## src/idle_connection_aging_table_macros.svh

```systemverilog
// Assertion macros shared by the aging table modules.
// Depends on nothing; included by files that carry assertions.
`ifndef IDLE_CONNECTION_AGING_TABLE_MACROS_SVH
`define IDLE_CONNECTION_AGING_TABLE_MACROS_SVH
// Implication checked on every rising clock edge outside reset.
`define ICAT_ASSERT_IMP(label, clk, rst_n, ante, cons) \
  label: assert property (@(posedge clk) disable iff (!rst_n) (ante) |-> (cons)) \
    else $error("icat check failed");
// Next-cycle implication checked outside reset.
`define ICAT_ASSERT_NXT(label, clk, rst_n, ante, cons) \
  label: assert property (@(posedge clk) disable iff (!rst_n) (ante) |=> (cons)) \
    else $error("icat check failed");
`endif

```

## src/icat_pkg.sv

```systemverilog
// Package for the idle connection aging table: widths, status codes, command struct.
// Depends on nothing.
package icat_pkg;
  localparam int unsigned TableEntries = 64;
  localparam int unsigned HandleW = 31;
  localparam int unsigned AddrW = 64;
  localparam int unsigned SessW = 64;
  localparam int unsigned TimeW = 48;
  localparam int unsigned StatusW = 4;
  localparam int unsigned CfgIdxW = 1;
  localparam int unsigned CfgDataW = 16;
  localparam int unsigned TimeoutW = 16;
  localparam logic [TimeW-1:0] MsPerSec = 48'd1000;

  localparam logic [CfgIdxW-1:0] CfgEnable = 1'b0;
  localparam logic [CfgIdxW-1:0] CfgTimeout = 1'b1;

  localparam logic [1:0] ReqMsg = 2'd0;
  localparam logic [1:0] ReqClose = 2'd1;
  localparam logic [1:0] ReqTick = 2'd2;
  localparam logic [1:0] ReqVerdict = 2'd3;

  localparam logic [StatusW-1:0] StInserted = 4'd0;
  localparam logic [StatusW-1:0] StRefreshed = 4'd1;
  localparam logic [StatusW-1:0] StRemoved = 4'd2;
  localparam logic [StatusW-1:0] StNotFound = 4'd3;
  localparam logic [StatusW-1:0] StNoIdle = 4'd4;
  localparam logic [StatusW-1:0] StIdleFound = 4'd5;
  localparam logic [StatusW-1:0] StFull = 4'd6;
  localparam logic [StatusW-1:0] StDisabled = 4'd7;
  localparam logic [StatusW-1:0] StBusy = 4'd8;
  localparam logic [StatusW-1:0] StNoPending = 4'd9;

  // Datapath operations issued by the controller
  typedef enum logic [3:0] {
    OpNone, OpLatch, OpScanStep, OpReadIdx, OpWriteNew, OpRefresh, OpUnlinkA,
    OpUnlinkB, OpLinkA, OpLinkB, OpFree, OpKeepTime, OpOldRead, OpEmit
  } op_e;

  typedef struct packed {
    op_e op;
    logic sel_pend;     // OpReadIdx: use pending index instead of found index
    logic [StatusW-1:0] status;
    logic with_entry;
    logic last;
    logic set_pend;
    logic clr_pend;
  } cmd_t;
endpackage

```

## src/icat_ctrl.sv

```systemverilog
// Controller: sequences lookup, list updates and result words per request.
// Depends on icat_pkg and the assertion macro header.
`include "idle_connection_aging_table_macros.svh"
module icat_ctrl import icat_pkg::*; (
  input  logic clk_i,
  input  logic rst_ni,
  input  logic start_i,
  input  logic [1:0] req_i,
  input  logic release_i,
  input  logic enable_i,
  input  logic scan_done_i,
  input  logic found_i,
  input  logic has_free_i,
  input  logic empty_i,
  input  logic idle_i,
  input  logic pending_i,
  output logic busy_o,
  output cmd_t cmd_o
);
  localparam logic [4:0] SIdle = 5'd0, SScan = 5'd1, SDecide = 5'd2, SRead = 5'd3,
    SReadW = 5'd4, SUnA = 5'd5, SUnB = 5'd6, SLinkA = 5'd7, SLinkB = 5'd8,
    SEmit1 = 5'd9, SOld = 5'd10, SOldW = 5'd11, SEmit2 = 5'd12, SDone = 5'd13,
    SFinal = 5'd14;

  logic [4:0] state_q, state_d;
  logic [1:0] req_q;
  logic rel_q, rel_d, new_q, new_d;
  logic [1:0] req_d;

  assign busy_o = state_q != SIdle;

  // Next state and command decode
  always_comb begin
    state_d = state_q; req_d = req_q; rel_d = rel_q; new_d = new_q;
    cmd_o = '{op: OpNone, sel_pend: 1'b0, status: StInserted, with_entry: 1'b0,
              last: 1'b1, set_pend: 1'b0, clr_pend: 1'b0};
    unique case (state_q)
      SIdle: if (start_i) begin
        req_d = req_i; rel_d = release_i; new_d = 1'b0;
        cmd_o.op = OpLatch;
        cmd_o.sel_pend = req_i == ReqTick && enable_i && !pending_i;
        state_d = SDecide;
        if (!enable_i) state_d = SFinal;
        else if (req_i == ReqVerdict) state_d = pending_i ? SRead : SFinal;
        else if (pending_i) state_d = SFinal;
        else if (req_i != ReqTick) state_d = SScan;
        else state_d = SOld;
      end
      SFinal: begin
        cmd_o.op = OpEmit;
        cmd_o.status = !enable_i ? StDisabled :
                       (req_q == ReqVerdict ? StNoPending : StBusy);
        state_d = SDone;
      end
      SScan: begin
        cmd_o.op = OpScanStep;
        if (scan_done_i) state_d = SDecide;
      end
      SDecide: begin
        if (found_i) state_d = SRead;
        else if (req_q == ReqClose) begin
          cmd_o.op = OpEmit; cmd_o.status = StNotFound; state_d = SDone;
        end else if (!has_free_i) begin
          cmd_o.op = OpEmit; cmd_o.status = StFull; state_d = SDone;
        end else begin
          cmd_o.op = OpWriteNew; new_d = 1'b1; state_d = SLinkA;
        end
      end
      SRead: begin
        cmd_o.op = OpReadIdx; cmd_o.sel_pend = req_q == ReqVerdict; state_d = SReadW;
      end
      SReadW: begin
        cmd_o.op = OpReadIdx; state_d = SUnA;
        if (req_q == ReqMsg) cmd_o.op = OpRefresh;
        else if (req_q == ReqVerdict && !rel_q) cmd_o.op = OpKeepTime;
      end
      SUnA: begin cmd_o.op = OpUnlinkB; state_d = SUnB; end
      SUnB: begin
        cmd_o.op = OpUnlinkA;
        state_d = (req_q == ReqClose || rel_q && req_q == ReqVerdict) ? SEmit1 : SLinkA;
      end
      SLinkA: begin cmd_o.op = OpLinkA; state_d = SLinkB; end
      SLinkB: begin cmd_o.op = OpLinkB; state_d = SEmit1; end
      SEmit1: begin
        cmd_o.op = OpEmit; cmd_o.with_entry = 1'b1;
        cmd_o.status = new_q ? StInserted :
          ((req_q == ReqClose || req_q == ReqVerdict && rel_q) ? StRemoved : StRefreshed);
        cmd_o.last = req_q != ReqVerdict;
        state_d = (req_q == ReqVerdict) ? SOld : SDone;
        if (req_q == ReqClose || req_q == ReqVerdict && rel_q) cmd_o.clr_pend = 1'b1;
      end
      SOld: begin
        if (req_q == ReqVerdict && rel_q) begin
          cmd_o.op = OpFree; state_d = SOld; rel_d = 1'b0; req_d = ReqTick;
        end else begin
          cmd_o.op = OpOldRead; state_d = SOldW;
        end
      end
      SOldW: state_d = SEmit2;
      SEmit2: begin
        cmd_o.op = OpEmit;
        if (!empty_i && idle_i) begin
          cmd_o.status = StIdleFound; cmd_o.with_entry = 1'b1; cmd_o.set_pend = 1'b1;
        end else begin
          cmd_o.status = StNoIdle; cmd_o.clr_pend = 1'b1;
        end
        state_d = SDone;
      end
      SDone: begin
        state_d = SIdle;
        if (req_q == ReqClose && found_i) cmd_o.op = OpFree;
      end
      default: state_d = SIdle;
    endcase
  end

  always_ff @(posedge clk_i or negedge rst_ni) begin
    if (!rst_ni) begin
      state_q <= SIdle; req_q <= ReqMsg; rel_q <= 1'b0; new_q <= 1'b0;
    end else begin
      state_q <= state_d; req_q <= req_d; rel_q <= rel_d; new_q <= new_d;
    end
  end

  `ICAT_ASSERT_IMP(a_start_idle, clk_i, rst_ni, state_q == SIdle && start_i, cmd_o.op == OpLatch)
  `ICAT_ASSERT_NXT(a_done_idle, clk_i, rst_ni, state_q == SDone, state_q == SIdle)
  `ICAT_ASSERT_IMP(a_busy, clk_i, rst_ni, cmd_o.op == OpEmit, busy_o)
endmodule

```

## config.mk

```make
export PLATFORM = sky130hd
export DESIGN_NAME = icat_ctrl
export DESIGN_NICKNAME = d
export VERILOG_FILES = /design/src/icat_pkg.sv /design/src/icat_ctrl.sv
export VERILOG_INCLUDE_DIRS = /design/src /design/src/src
export SDC_FILE = /design/constraint.sdc
export NUM_CORES = 1
export LEC_CHECK = 0
export BUFFER_PORTS_ARGS = -buffer_cell sky130_fd_sc_hd__buf_2
export CAP_MARGIN = 20
export CORE_MARGIN = 1
export CORE_UTILIZATION = 43
export DETAILED_ROUTE_END_ITERATION = 7
export PLACE_DENSITY = 0.75
export SLEW_MARGIN = 20
export SYNTH_ARGS = -nofsm -noshare
export SYNTH_HDL_FRONTEND = slang
export SYNTH_SLANG_ARGS = --single-unit
```

## constraint.sdc

```tcl
create_clock -name clk_i -period 1.7 [get_ports clk_i]
set_input_delay 0.34 -clock clk_i [delete_from_list [all_inputs] [get_ports clk_i]]
set_output_delay 0.34 -clock clk_i [all_outputs]
set_load 0.05 [all_outputs]
```

==> results.yml, run 1 <==
clocking:
  cts_buffers: 3
  htreeDepth: 1
  clock-sinks: 8
  clock_path_buffers: 2
  root_buffer: "clkbuf_4"
placed_design:
  globalplace.congestion: 0.928
  place_area_mm2: 0.00162
  port_buffers: 26
  dp_hpwl_um: 3230
floorplan:
  pin_count: 27
  die_x_um: 51.6
  die_h_um: 51.6
  num_rows: 17
  start_util: 0.469
logic_synthesis:
  synth_area_mm2: 0.00106
  synthCells: 152
  yosysWarnings: 0
  yosysSeqAreaShare: 0.189
  ys_types: 42
  synth-seq-cells: 8
  synth_top_flop_cell: "dfrtp_1"
  avgSynthCellArea_um2: 6.96
  ys_async_sr_fraction: 1.00
  synth_edf_count: 0
  synth_nets: 166
global_route:
  grt_overflow: 14
  grt_max_degree: 12
  grtUsageTotal: 0.694
status:
  haltStage: "global routing (5_1_grt)"
  error_line: "[ERROR GRT-0232] Routing congestion too high. Check the congestion heatmap in the GUI."
  status: "did not finish"
sta:
  worstEpCategory: "output port"
  worst_endpoint: "cmd_o[10]"
## Yosys cell counts, drive strengths merged, types with 2 or more instances
cell type	number	area (µm²)
a211o	2	17.5
a211oi	2	15.0
a21oi	14	70.1
a2bb2oi	2	17.5
a31oi	5	31.3
and2	5	31.3
buf	10	57.6
dfrtp	8	200
inv	5	18.8
nand2	13	48.8
nand2b	15	93.8
nand3	4	20.0
nand3b	4	30.0
nor2	9	41.3
nor2b	8	52.6
nor3	6	30.0
nor3b	2	15.0
o211ai	2	15.0
o21ai	11	55.1
o32ai	2	17.5
or3	4	25.0
or4	2	15.0
## metal layers
layer  global-route usage  GRT overflow
met1                0.668             0
met2                0.918            10
met4                0.761             4
met5               0.0714             0
met3                0.465             0
## repair_timing
action	in CTS
resized for setup	75
endpoints found under the setup margin	14
buffers inserted	14
hold buffers	1
endpoints found under the hold margin	8
pin swaps	9
## per-stage QoR
step | util | setup TNS, ps | setup WS, ps | instances
after floorplan | - | -820 | -338 | 152
after global placement | 0.720 | -1290 | -186 | 245
after detailed placement | 0.720 | -1750 | -226 | 245
after CTS | 0.900 | -3490 | -382 | 261
## kinds of logic after synthesis
logic type | share of synthesized area
buffers and inverters | 0.0757
AOI/OAI and AO/OA | 0.312
DFF | 0.189
and+or+nand+nor | 0.411
adders and majority gates | 0.0118
==> run 2, diff against run 1 <==
--- a/config.mk
+++ b/config.mk
@@ -9,9 +9,9 @@
 export BUFFER_PORTS_ARGS = -buffer_cell sky130_fd_sc_hd__buf_2
 export CAP_MARGIN = 20
 export CORE_MARGIN = 1
-export CORE_UTILIZATION = 43
+export CORE_UTILIZATION = 28
 export DETAILED_ROUTE_END_ITERATION = 7
-export PLACE_DENSITY = 0.75
+export PLACE_DENSITY_LB_ADDON = 0.15
 export SLEW_MARGIN = 20
 export SYNTH_ARGS = -nofsm -noshare
 export SYNTH_HDL_FRONTEND = slang
==> constraint.sdc (replaced) <==
create_clock -name clk_i -period 2.2 [get_ports clk_i]
set_input_delay 0.44 -clock clk_i [delete_from_list [all_inputs] [get_ports clk_i]]
set_output_delay 0.44 -clock clk_i [all_outputs]
set_load 0.05 [all_outputs]
==> run 2 against run 1 <==
Net effect:
- the flow now finishes without violations
- synthesized cell count did not move
- area after synthesis did not move
==> results.yml, run 2 <==
status:
  status: "finished, final reports clean"
clocking:
  htreeDepth: 1
  cts_tree: "done"
  insertion_delay_ps: 230
  path_clk_slew_ps: 40
  root_buffer: "clkbuf_8"
  clock_path_buffers: 2
  clock-sinks: 8
  cts_buffers: 3
sta:
  worst_slack_ps: 34.0
  tightest_slew_ps: 289
  hold_viol_final: 0
  period_share: 0.985
  min_period_ps: 2170
  clock_skew_ps: 0.643
  setup_tns_ps: 0
  setup_viol: 0
  slew_viol_final: 0
  clock.fmax_mhz: 462
  grt_setup_unrepaired: "yes"
  relSlewSlack: 0.808
global_route:
  grt_pass1_vias: 1275
  antenna_found_initial: 0
  grtUsageTotal: 0.192
  top_usage_layer: "met2"
  grt_overflow: 0
  grt_max_degree: 15
  global_route.usage.met2: 0.310
  grt_use_met1: 0.269
  met3_usage: 0.0163
  grt_pass1_wl_um: 6140
power_and_ir_drop:
  powerDensity_mw_per_mm2: 1740
  power_w: 0.00267
  p_leak_nw: 0.659
  ir_drop_mv: 0.486
worst_setup_path:
  critPathBufInv: 1
  slowest_stage: "or4_4"
  cp-end-kind: "output pin"
  crit_type: "reg2out"
  crit_required_ps: 1760
  crit_fanout: 7
  crit_chain: "and2_4 > and2_1 > or4_4 > buf_6"
  worstPathArrival_ps: 1730
  cp_top_family: "simple AND/OR/NAND/NOR gates"
  start_kind: "register"
  critPathMaxStageDelay_ps: 530
detailed_routing:
  drt_iter0_markers: 86
  routed-via-count: 1326
  wirelength_um: 3730
  drtPass1Iterations: 4
  postRouteAntennaNets: 0
  viasPerCell: 5.46
  wl_per_cell_um: 15.4
  drc: 0
placed_design:
  dp_worst_setup_slack_ps: 90.6
  dpl.cell_count: 232
  dp_hpwl_um: 2830
  port_buffers: 26
  globalplace.congestion: 0.891
logic_synthesis:
  synth_edf_count: 0
  synth_area_mm2: 0.00106
  synth_compound_area_frac: 0.312
  synthMuxAreaShare: 0
  synth_nets: 166
  synth-seq-cells: 8
  ys_types: 42
  yosysMostFrequentCell: "nand2b_1"
  synthTopCellsByCount: "15 x nand2b_1, 14 x a21oi_1, 13 x nand2_1"
  synth_top_cell_by_area: "dfrtp_1"
  avgSynthCellArea_um2: 6.96
  ys_async_sr_fraction: 1.00
  synth_xor_area_frac: 0
  yosysWarnings: 0
  synth_top_area_share: 0.189
  synthCells: 152
  ys_top_cells_by_area: "dfrtp_1 19%, nand2b_1 8.9%, a21oi_1 6.6%, o21ai_0 5.2%, nand2_1 4.6%"
  yosysSeqAreaShare: 0.189
  synthSimpleGateAreaFrac: 0.411
  synth_top_flop_cell: "dfrtp_1"
  synth_top_family_by_area: "simple AND/OR/NAND/NOR gates"
  synthAdderAreaFrac: 0.0118
cells_and_area:
  nets: 213
  area_growth_pct: 45.1
  final_cell_mix: "28 x buf_4, 18 x buf_2, 14 x nand2b_1, 14 x a21oi_1, 13 x nand2_1"
  largest_register_ffs: 4
  multi_input_area_um2: 841
  seq_area_um2: 204
  stdcell_count: 243
  mostFrequentLayoutCell: "buf_4"
  antenna_cells: 0
  top_register: "state_q"
  nFillCells: 384
  drive_above_1_share: 0.381
  largestRegisters: "state_q (4), req_q (2)"
floorplan:
  die_x_um: 63.5
  coreArea_mm2: 0.00347
  pin_count: 27
  die_h_um: 63.5
  start_util: 0.305
  num_rows: 21
  dieArea_mm2: 0.00403
job:
  cap_violations: 0
hold_path:
  hold_path.class: "in2async"
## run 2: cell counts after synthesis
Identical to the previous run, type by type.
## run 2: logic make-up after synthesis
| kind of cell | count (synthesis) |
|---|---|
| buffers and inverters | 16 |
| adder cells (fa/ha/maj) | 1 |
| flip-flops | 8 |
| AO/OA/AOI/OAI | 51 |
| AND/OR/NAND/NOR | 76 |
## run 2: per-stage QoR
step	utilization	cell area, µm²	hold slack (ps)
floorplan	-	1080	144
global placement	0.388	1350	291
detailed placement	0.388	1350	290
CTS	0.416	1440	49.9
global route	0.442	1530	59.3
finish	0.442	1530	47.2
## run 2: cell type report
class,instances,share of cell area
Multi-Input combinational cell,128,0.548
Timing Repair Buffer,53,0.242
Sequential cell,8,0.133
Tap cell,46,0.0375
Clock buffer,3,0.0269
Inverter,5,0.0122
## run 2: power breakdown
| part | switching [W] | leakage (nW) | internal [W] |
|---|---|---|---|
| clock network | 0.0000593 | 0.0216 | 0.000119 |
| registers | 0.000137 | 0.0942 | 0.000231 |
| logic | 0.00123 | 0.543 | 0.000896 |
## run 2: worst paths after layout
path	from	endpoint	slack, ps	depth (start not counted)
worst max-delay path	state_q[1]	cmd_o[9]	30	4
worst min-delay path	rst_ni	req_q[1]	50	1
worst max register to register	state_q[2]	state_q[3]	570	5
worst min register to register	new_q	new_q	560	2
max in group asynchronous	rst_ni	state_q[3]	1970	1
min in group clk_i	release_i	rel_q	420	3
## run 2: timing repair
action / 4_1_cts / 5_1_grt
setup buffers: 3 / 5
hold buffers: 0 / 0
setup endpoints to repair: 7 / 8
gates resized for setup: 10 / 19
pin swaps: 2 / 1
## run 2: routing by layer
layer	wire [µm]	part of all wire
met5	0	0
met4	47	0.013
met3	138	0.037
met2	1750	0.47
met1	1790	0.48
Note: power is estimated with default switching activity, not from simulation.
==> run 3, diff against run 2 <==
==> constraint.sdc (replaced) <==
create_clock -name clk_i -period 2.1 [get_ports clk_i]
set_input_delay 0.42 -clock clk_i [delete_from_list [all_inputs] [get_ports clk_i]]
set_output_delay 0.42 -clock clk_i [all_outputs]
set_load 0.05 [all_outputs]
==> run 3 against run 2 <==
Net effect:
- the run now ends with negative setup slack left
- power grew 21%
- combinational power grew 26%
- clock skew is essentially flat
- sequential power shrank 4%
- worst hold slack lost 25 ps
- critical endpoint unchanged
==> results.yml, run 3 (synthesis results as in run 2) <==
floorplan:
  coreArea_mm2: 0.00347
  num_rows: 21
  start_util: 0.305
  die_h_um: 63.5
  pin_count: 27
  die_x_um: 63.5
  dieArea_mm2: 0.00403
global_route:
  grt_overflow: 0
  grt_max_degree: 12
  grt_pass1_vias: 1342
  grt_pass1_wl_um: 6420
  antenna_found_initial: 0
  grtUsageTotal: 0.210
power_and_ir_drop:
  powerDensity_mw_per_mm2: 1830
  power_w: 0.00323
  p_leak_nw: 0.766
  ir_drop_mv: 0.539
detailed_routing:
  routed-via-count: 1427
  viasPerCell: 5.57
  wl_per_cell_um: 16.6
  drc: 0
  drtPass1Iterations: 4
  wirelength_um: 4240
  drt_iter0_markers: 101
  postRouteAntennaNets: 0
worst_setup_path:
  crit_chain: "buf_6 > nand2b_4 > nand3b_1 > nor2b_2 > or4_4 > buf_8"
  critPathMaxStageDelay_ps: 480
  r2r_cells: 6
  crit_path_end: "cmd_o[9]"
  crit_fanout: 5
  slowest_stage: "or4_4"
  cp-startpoint: "state_q[1]"
  critPathBufInv: 2
  path_depth: 6
  start_kind: "register"
  worstPathArrival_ps: 1770
  crit_type: "reg2out"
  cp_top_family: "simple AND/OR/NAND/NOR gates"
  cp-end-kind: "output pin"
  timing.rr.start: "state_q[2]"
  reg2reg_to: "state_q[3]"
  crit_required_ps: 1680
  rrSetupSlack_ps: 440
clocking:
  root_buffer: "clkbuf_8"
  cts_tree: "done"
  cts_buffers: 3
  insertion_delay_ps: 230
  clock-sinks: 8
  clock_path_buffers: 2
  htreeDepth: 1
  path_clk_slew_ps: 40
sta:
  slew_viol_final: 0
  tightest_slew_ps: 288
  min_period_ps: 2190
  worst_slack_ps: -88.5
  clock_skew_ps: 0.853
  grt_setup_unrepaired: "yes"
  relSlewSlack: 0.807
  period_share: 1.04
  clock.fmax_mhz: 457
  setup_viol: 7
  hold_viol_final: 0
cells_and_area:
  top_register: "state_q"
  nets: 226
  drive_above_1_share: 0.490
  area_growth_pct: 66.6
  nFillCells: 345
  largest_register_ffs: 4
  stdcell_count: 256
  largestRegisters: "state_q (4), req_q (2)"
  mostFrequentLayoutCell: "buf_4"
  antenna_cells: 0
  final_cell_mix: "33 x buf_4, 17 x buf_2, 15 x buf_6"
placed_design:
  dp_worst_setup_slack_ps: 11.5
  globalplace.congestion: 0.926
  port_buffers: 26
  dp_hpwl_um: 2850
  dpl.cell_count: 236
hold_path:
  hold_path.class: "in2async"
status:
  status: "finished with violations"
  violations: "negative setup slack"
job:
  cap_violations: 0
run 3: cell count changes in the layout (fill, tap and decap cells not counted), sizes merged:
cell / change
buf: +15
clkbuf: -2
run 3: cell type report:
class	instances	area, µm²	share of cell area
Multi-Input combinational cell	128	922	0.523
Timing Repair Buffer	66	517	0.293
Sequential cell	8	205	0.116
Tap cell	46	57.6	0.0327
Clock buffer	3	41.3	0.0234
Inverter	5	18.8	0.0107
run 3: per-stage QoR:
stage	utilization	hold WS (ps)	setup TNS, ps	cell area [µm²]
global placement	0.400	267	-74.4	1390
global route	0.508	28.5	-777	1760
CTS	0.466	22.8	-27.8	1620
floorplan	-	124	-46.8	1090
finish	0.508	22.1	-323	1760
detailed placement	0.400	266	0	1390
run 3: worst min path at each step:
stage	from	to	slack [ps]	cells past startpoint
after global routing	rst_ni	req_q[1]	30	1
after floorplan	rst_ni	new_q	120	0
after detailed placement	rst_ni	state_q[2]	270	1
after CTS	rst_ni	state_q[2]	20	1
final	rst_ni	req_q[0]	20	1
after global placement	rst_ni	state_q[2]	270	1
run 3: repair_timing:
item                                    in CTS  in global routing
setup buffers                                7                  9
hold buffers                                 0                  0
pin swaps                                    8                  9
cloned                                       0                  1
endpoints found under the setup margin      11                 10
resized for setup                           39                 23
run 3: metal layers:
metal	wire [µm]	GRT usage	up-vias	part of all wire
li1	-	-	671	-
met1	1710	0.266	660	0.40
met2	2060	0.332	78	0.49
met3	301	0.0326	18	0.071
met4	169	0.122	0	0.040
met5	0	0	-	0
run 3: report_power, final:
part	total, W	internal, W	leakage (nW)	switching [W]
clock	0.000181	0.000124	0.0216	0.0000576
combinational	0.00269	0.00120	0.651	0.00149
sequential	0.000352	0.000244	0.0931	0.000108
==> run 4, diff against run 3 <==
--- a/config.mk
+++ b/config.mk
@@ -11,8 +11,9 @@
 export CORE_MARGIN = 1
 export CORE_UTILIZATION = 28
 export DETAILED_ROUTE_END_ITERATION = 7
-export PLACE_DENSITY_LB_ADDON = 0.15
+export PLACE_DENSITY = 0.55
 export SLEW_MARGIN = 20
 export SYNTH_ARGS = -nofsm -noshare
 export SYNTH_HDL_FRONTEND = slang
 export SYNTH_SLANG_ARGS = --single-unit
+export TNS_END_PERCENT = 10
==> constraint.sdc (replaced) <==
create_clock -name clk_i -period 2.1 [get_ports clk_i]
set_input_delay 0.42 -clock clk_i [delete_from_list [all_inputs] [get_ports clk_i]]
set_output_delay 0.42 -clock clk_i [all_outputs]
set_load 0.02 [all_outputs]
==> run 4 against run 3 <==
Net effect:
- the run still ends with negative setup slack left
- via count decreased by 5.7%
- clock power about the same
- combinational power decreased by 28%
- fmax increased by 3.1%
- die area unchanged
- cell area decreased by 12%
- cell count decreased by 4.3%
- critical path depth decreased by 1
- clock-buffer cell count unchanged
- worst hold slack improved by 5.6 ps
- power decreased by 23%
- largest cell class unchanged
- largest power group unchanged
==> results.yml, run 4 (synthesis results as in run 2) <==
status:
  status: "finished with violations"
  violations: "negative setup slack"
cells_and_area:
  area_growth_pct: 45.9
  antenna_cells: 0
  top_register: "state_q"
  largest_register_ffs: 4
  drive_above_1_share: 0.407
  stdcell_count: 245
  mostFrequentLayoutCell: "buf_4"
  nets: 215
  final_cell_mix: "28 x buf_4, 24 x buf_2, 14 x a21oi_1"
  largestRegisters: "state_q (4), req_q (2)"
power_and_ir_drop:
  ir_drop_mv: 0.394
  p_leak_nw: 0.677
  powerDensity_mw_per_mm2: 1610
  power_w: 0.00248
global_route:
  grtUsageTotal: 0.189
  grt_pass1_vias: 1340
  grt_pass1_wl_um: 6070
  antenna_found_initial: 0
  grt_overflow: 0
  grt_max_degree: 12
clocking:
  path_clk_slew_ps: 40
  htreeDepth: 1
  clock-sinks: 8
  root_buffer: "clkbuf_8"
  holdBufCountCts: 0
  clock_path_buffers: 2
  insertion_delay_ps: 220
  cts_buffers: 3
  cts_tree: "done"
floorplan:
  die_h_um: 63.5
  num_rows: 21
  start_util: 0.305
  die_x_um: 63.5
  coreArea_mm2: 0.00347
  dieArea_mm2: 0.00403
  pin_count: 27
job:
  cap_violations: 0
sta:
  clock_skew_ps: 1.35
  hold_viol_final: 0
  min_period_ps: 2120
  setup_tns_ps: -23.0
  setup_viol: 1
  worst_slack_ps: -23.0
  relSlewSlack: 0.814
  tightest_slew_ps: 278
  slew_viol_final: 0
  clock.fmax_mhz: 471
  period_share: 1.01
  grt_setup_unrepaired: "yes"
detailed_routing:
  routed-via-count: 1346
  postRouteAntennaNets: 0
  viasPerCell: 5.49
  wl_per_cell_um: 15.1
  drtPass1Iterations: 4
  drt_iter0_markers: 90
  drc: 0
  wirelength_um: 3700
placed_design:
  dp_hpwl_um: 2800
  port_buffers: 26
  dpl.cell_count: 230
  globalplace.congestion: 0.956
worst_setup_path:
  worstPathArrival_ps: 1700
  crit_fanout: 3
  crit_type: "reg2out"
  start_kind: "register"
  timing.rr.start: "state_q[2]"
  slowest_stage: "or4_4"
  crit_required_ps: 1680
  critPathMaxStageDelay_ps: 530
  critPathBufInv: 1
  cp_top_family: "simple AND/OR/NAND/NOR gates"
  cp-startpoint: "req_q[0]"
  crit_chain: "nor2b_4 > nand2b_4 > nor2b_2 > or4_4 > buf_6"
  cp-end-kind: "output pin"
hold_path:
  hold_path.class: "in2async"
[run 4: changes by cell type in the layout (fill, tap and decap cells not counted), sizes merged]
cell,before,now
buf,66,55
[run 4: worst paths after layout]
check                      slack, ps  cells past startpoint          to
hold / removal                    30                      1    req_q[0]
hold reg to reg                  600                      2       new_q
min in group clk_i               400                      3       rel_q
setup reg to reg                 460                      5  state_q[3]
max in group asynchronous       1900                      1  state_q[3]
setup / recovery                 -20                      5    cmd_o[9]
[run 4: metrics by stage]
stage / util / area, µm² / hold slack, ps / setup WS (ps)
after CTS: 0.410 / 1420 / 33.7 / -1.97
after global placement: 0.378 / 1310 / 269 / 76.8
after detailed placement: 0.378 / 1310 / 270 / 49.6
after global routing: 0.445 / 1540 / 32.8 / -61.9
after floorplan: - / 1060 / 124 / 167
final: 0.445 / 1540 / 27.7 / -23.0
[run 4: power breakdown]
part | leakage, nW | switching, W | internal (W)
combinational | 0.562 | 0.00102 | 0.000907
sequential | 0.0931 | 0.000135 | 0.000244
clock | 0.0216 | 0.0000543 | 0.000124
total | 0.677 | 0.00121 | 0.00128
[run 4: layer usage]
layer / GRT usage / vias up / part of all wire
li1: - / 652 / -
met1: 0.239 / 619 / 0.42
met2: 0.315 / 67 / 0.49
met3: 0.0290 / 8 / 0.071
met4: 0.0767 / 0 / 0.019
met5: 0 / - / 0
[run 4: what timing repair did]
item | CTS | global route
endpoints found under the setup margin | 9 | 10
cloned | 0 | 0
setup buffers | 4 | 8
gates resized for setup | 12 | 17
pin swaps | 2 | 3
[run 4: cell type report]
cell class / instances / area, µm²
fillers: 374 / 1930
multi-input cells: 128 / 856
repair buffers: 55 / 364
flip-flops and latches: 8 / 205
well taps: 46 / 57.6
clock buffers: 3 / 41.3
inverters: 5 / 18.8
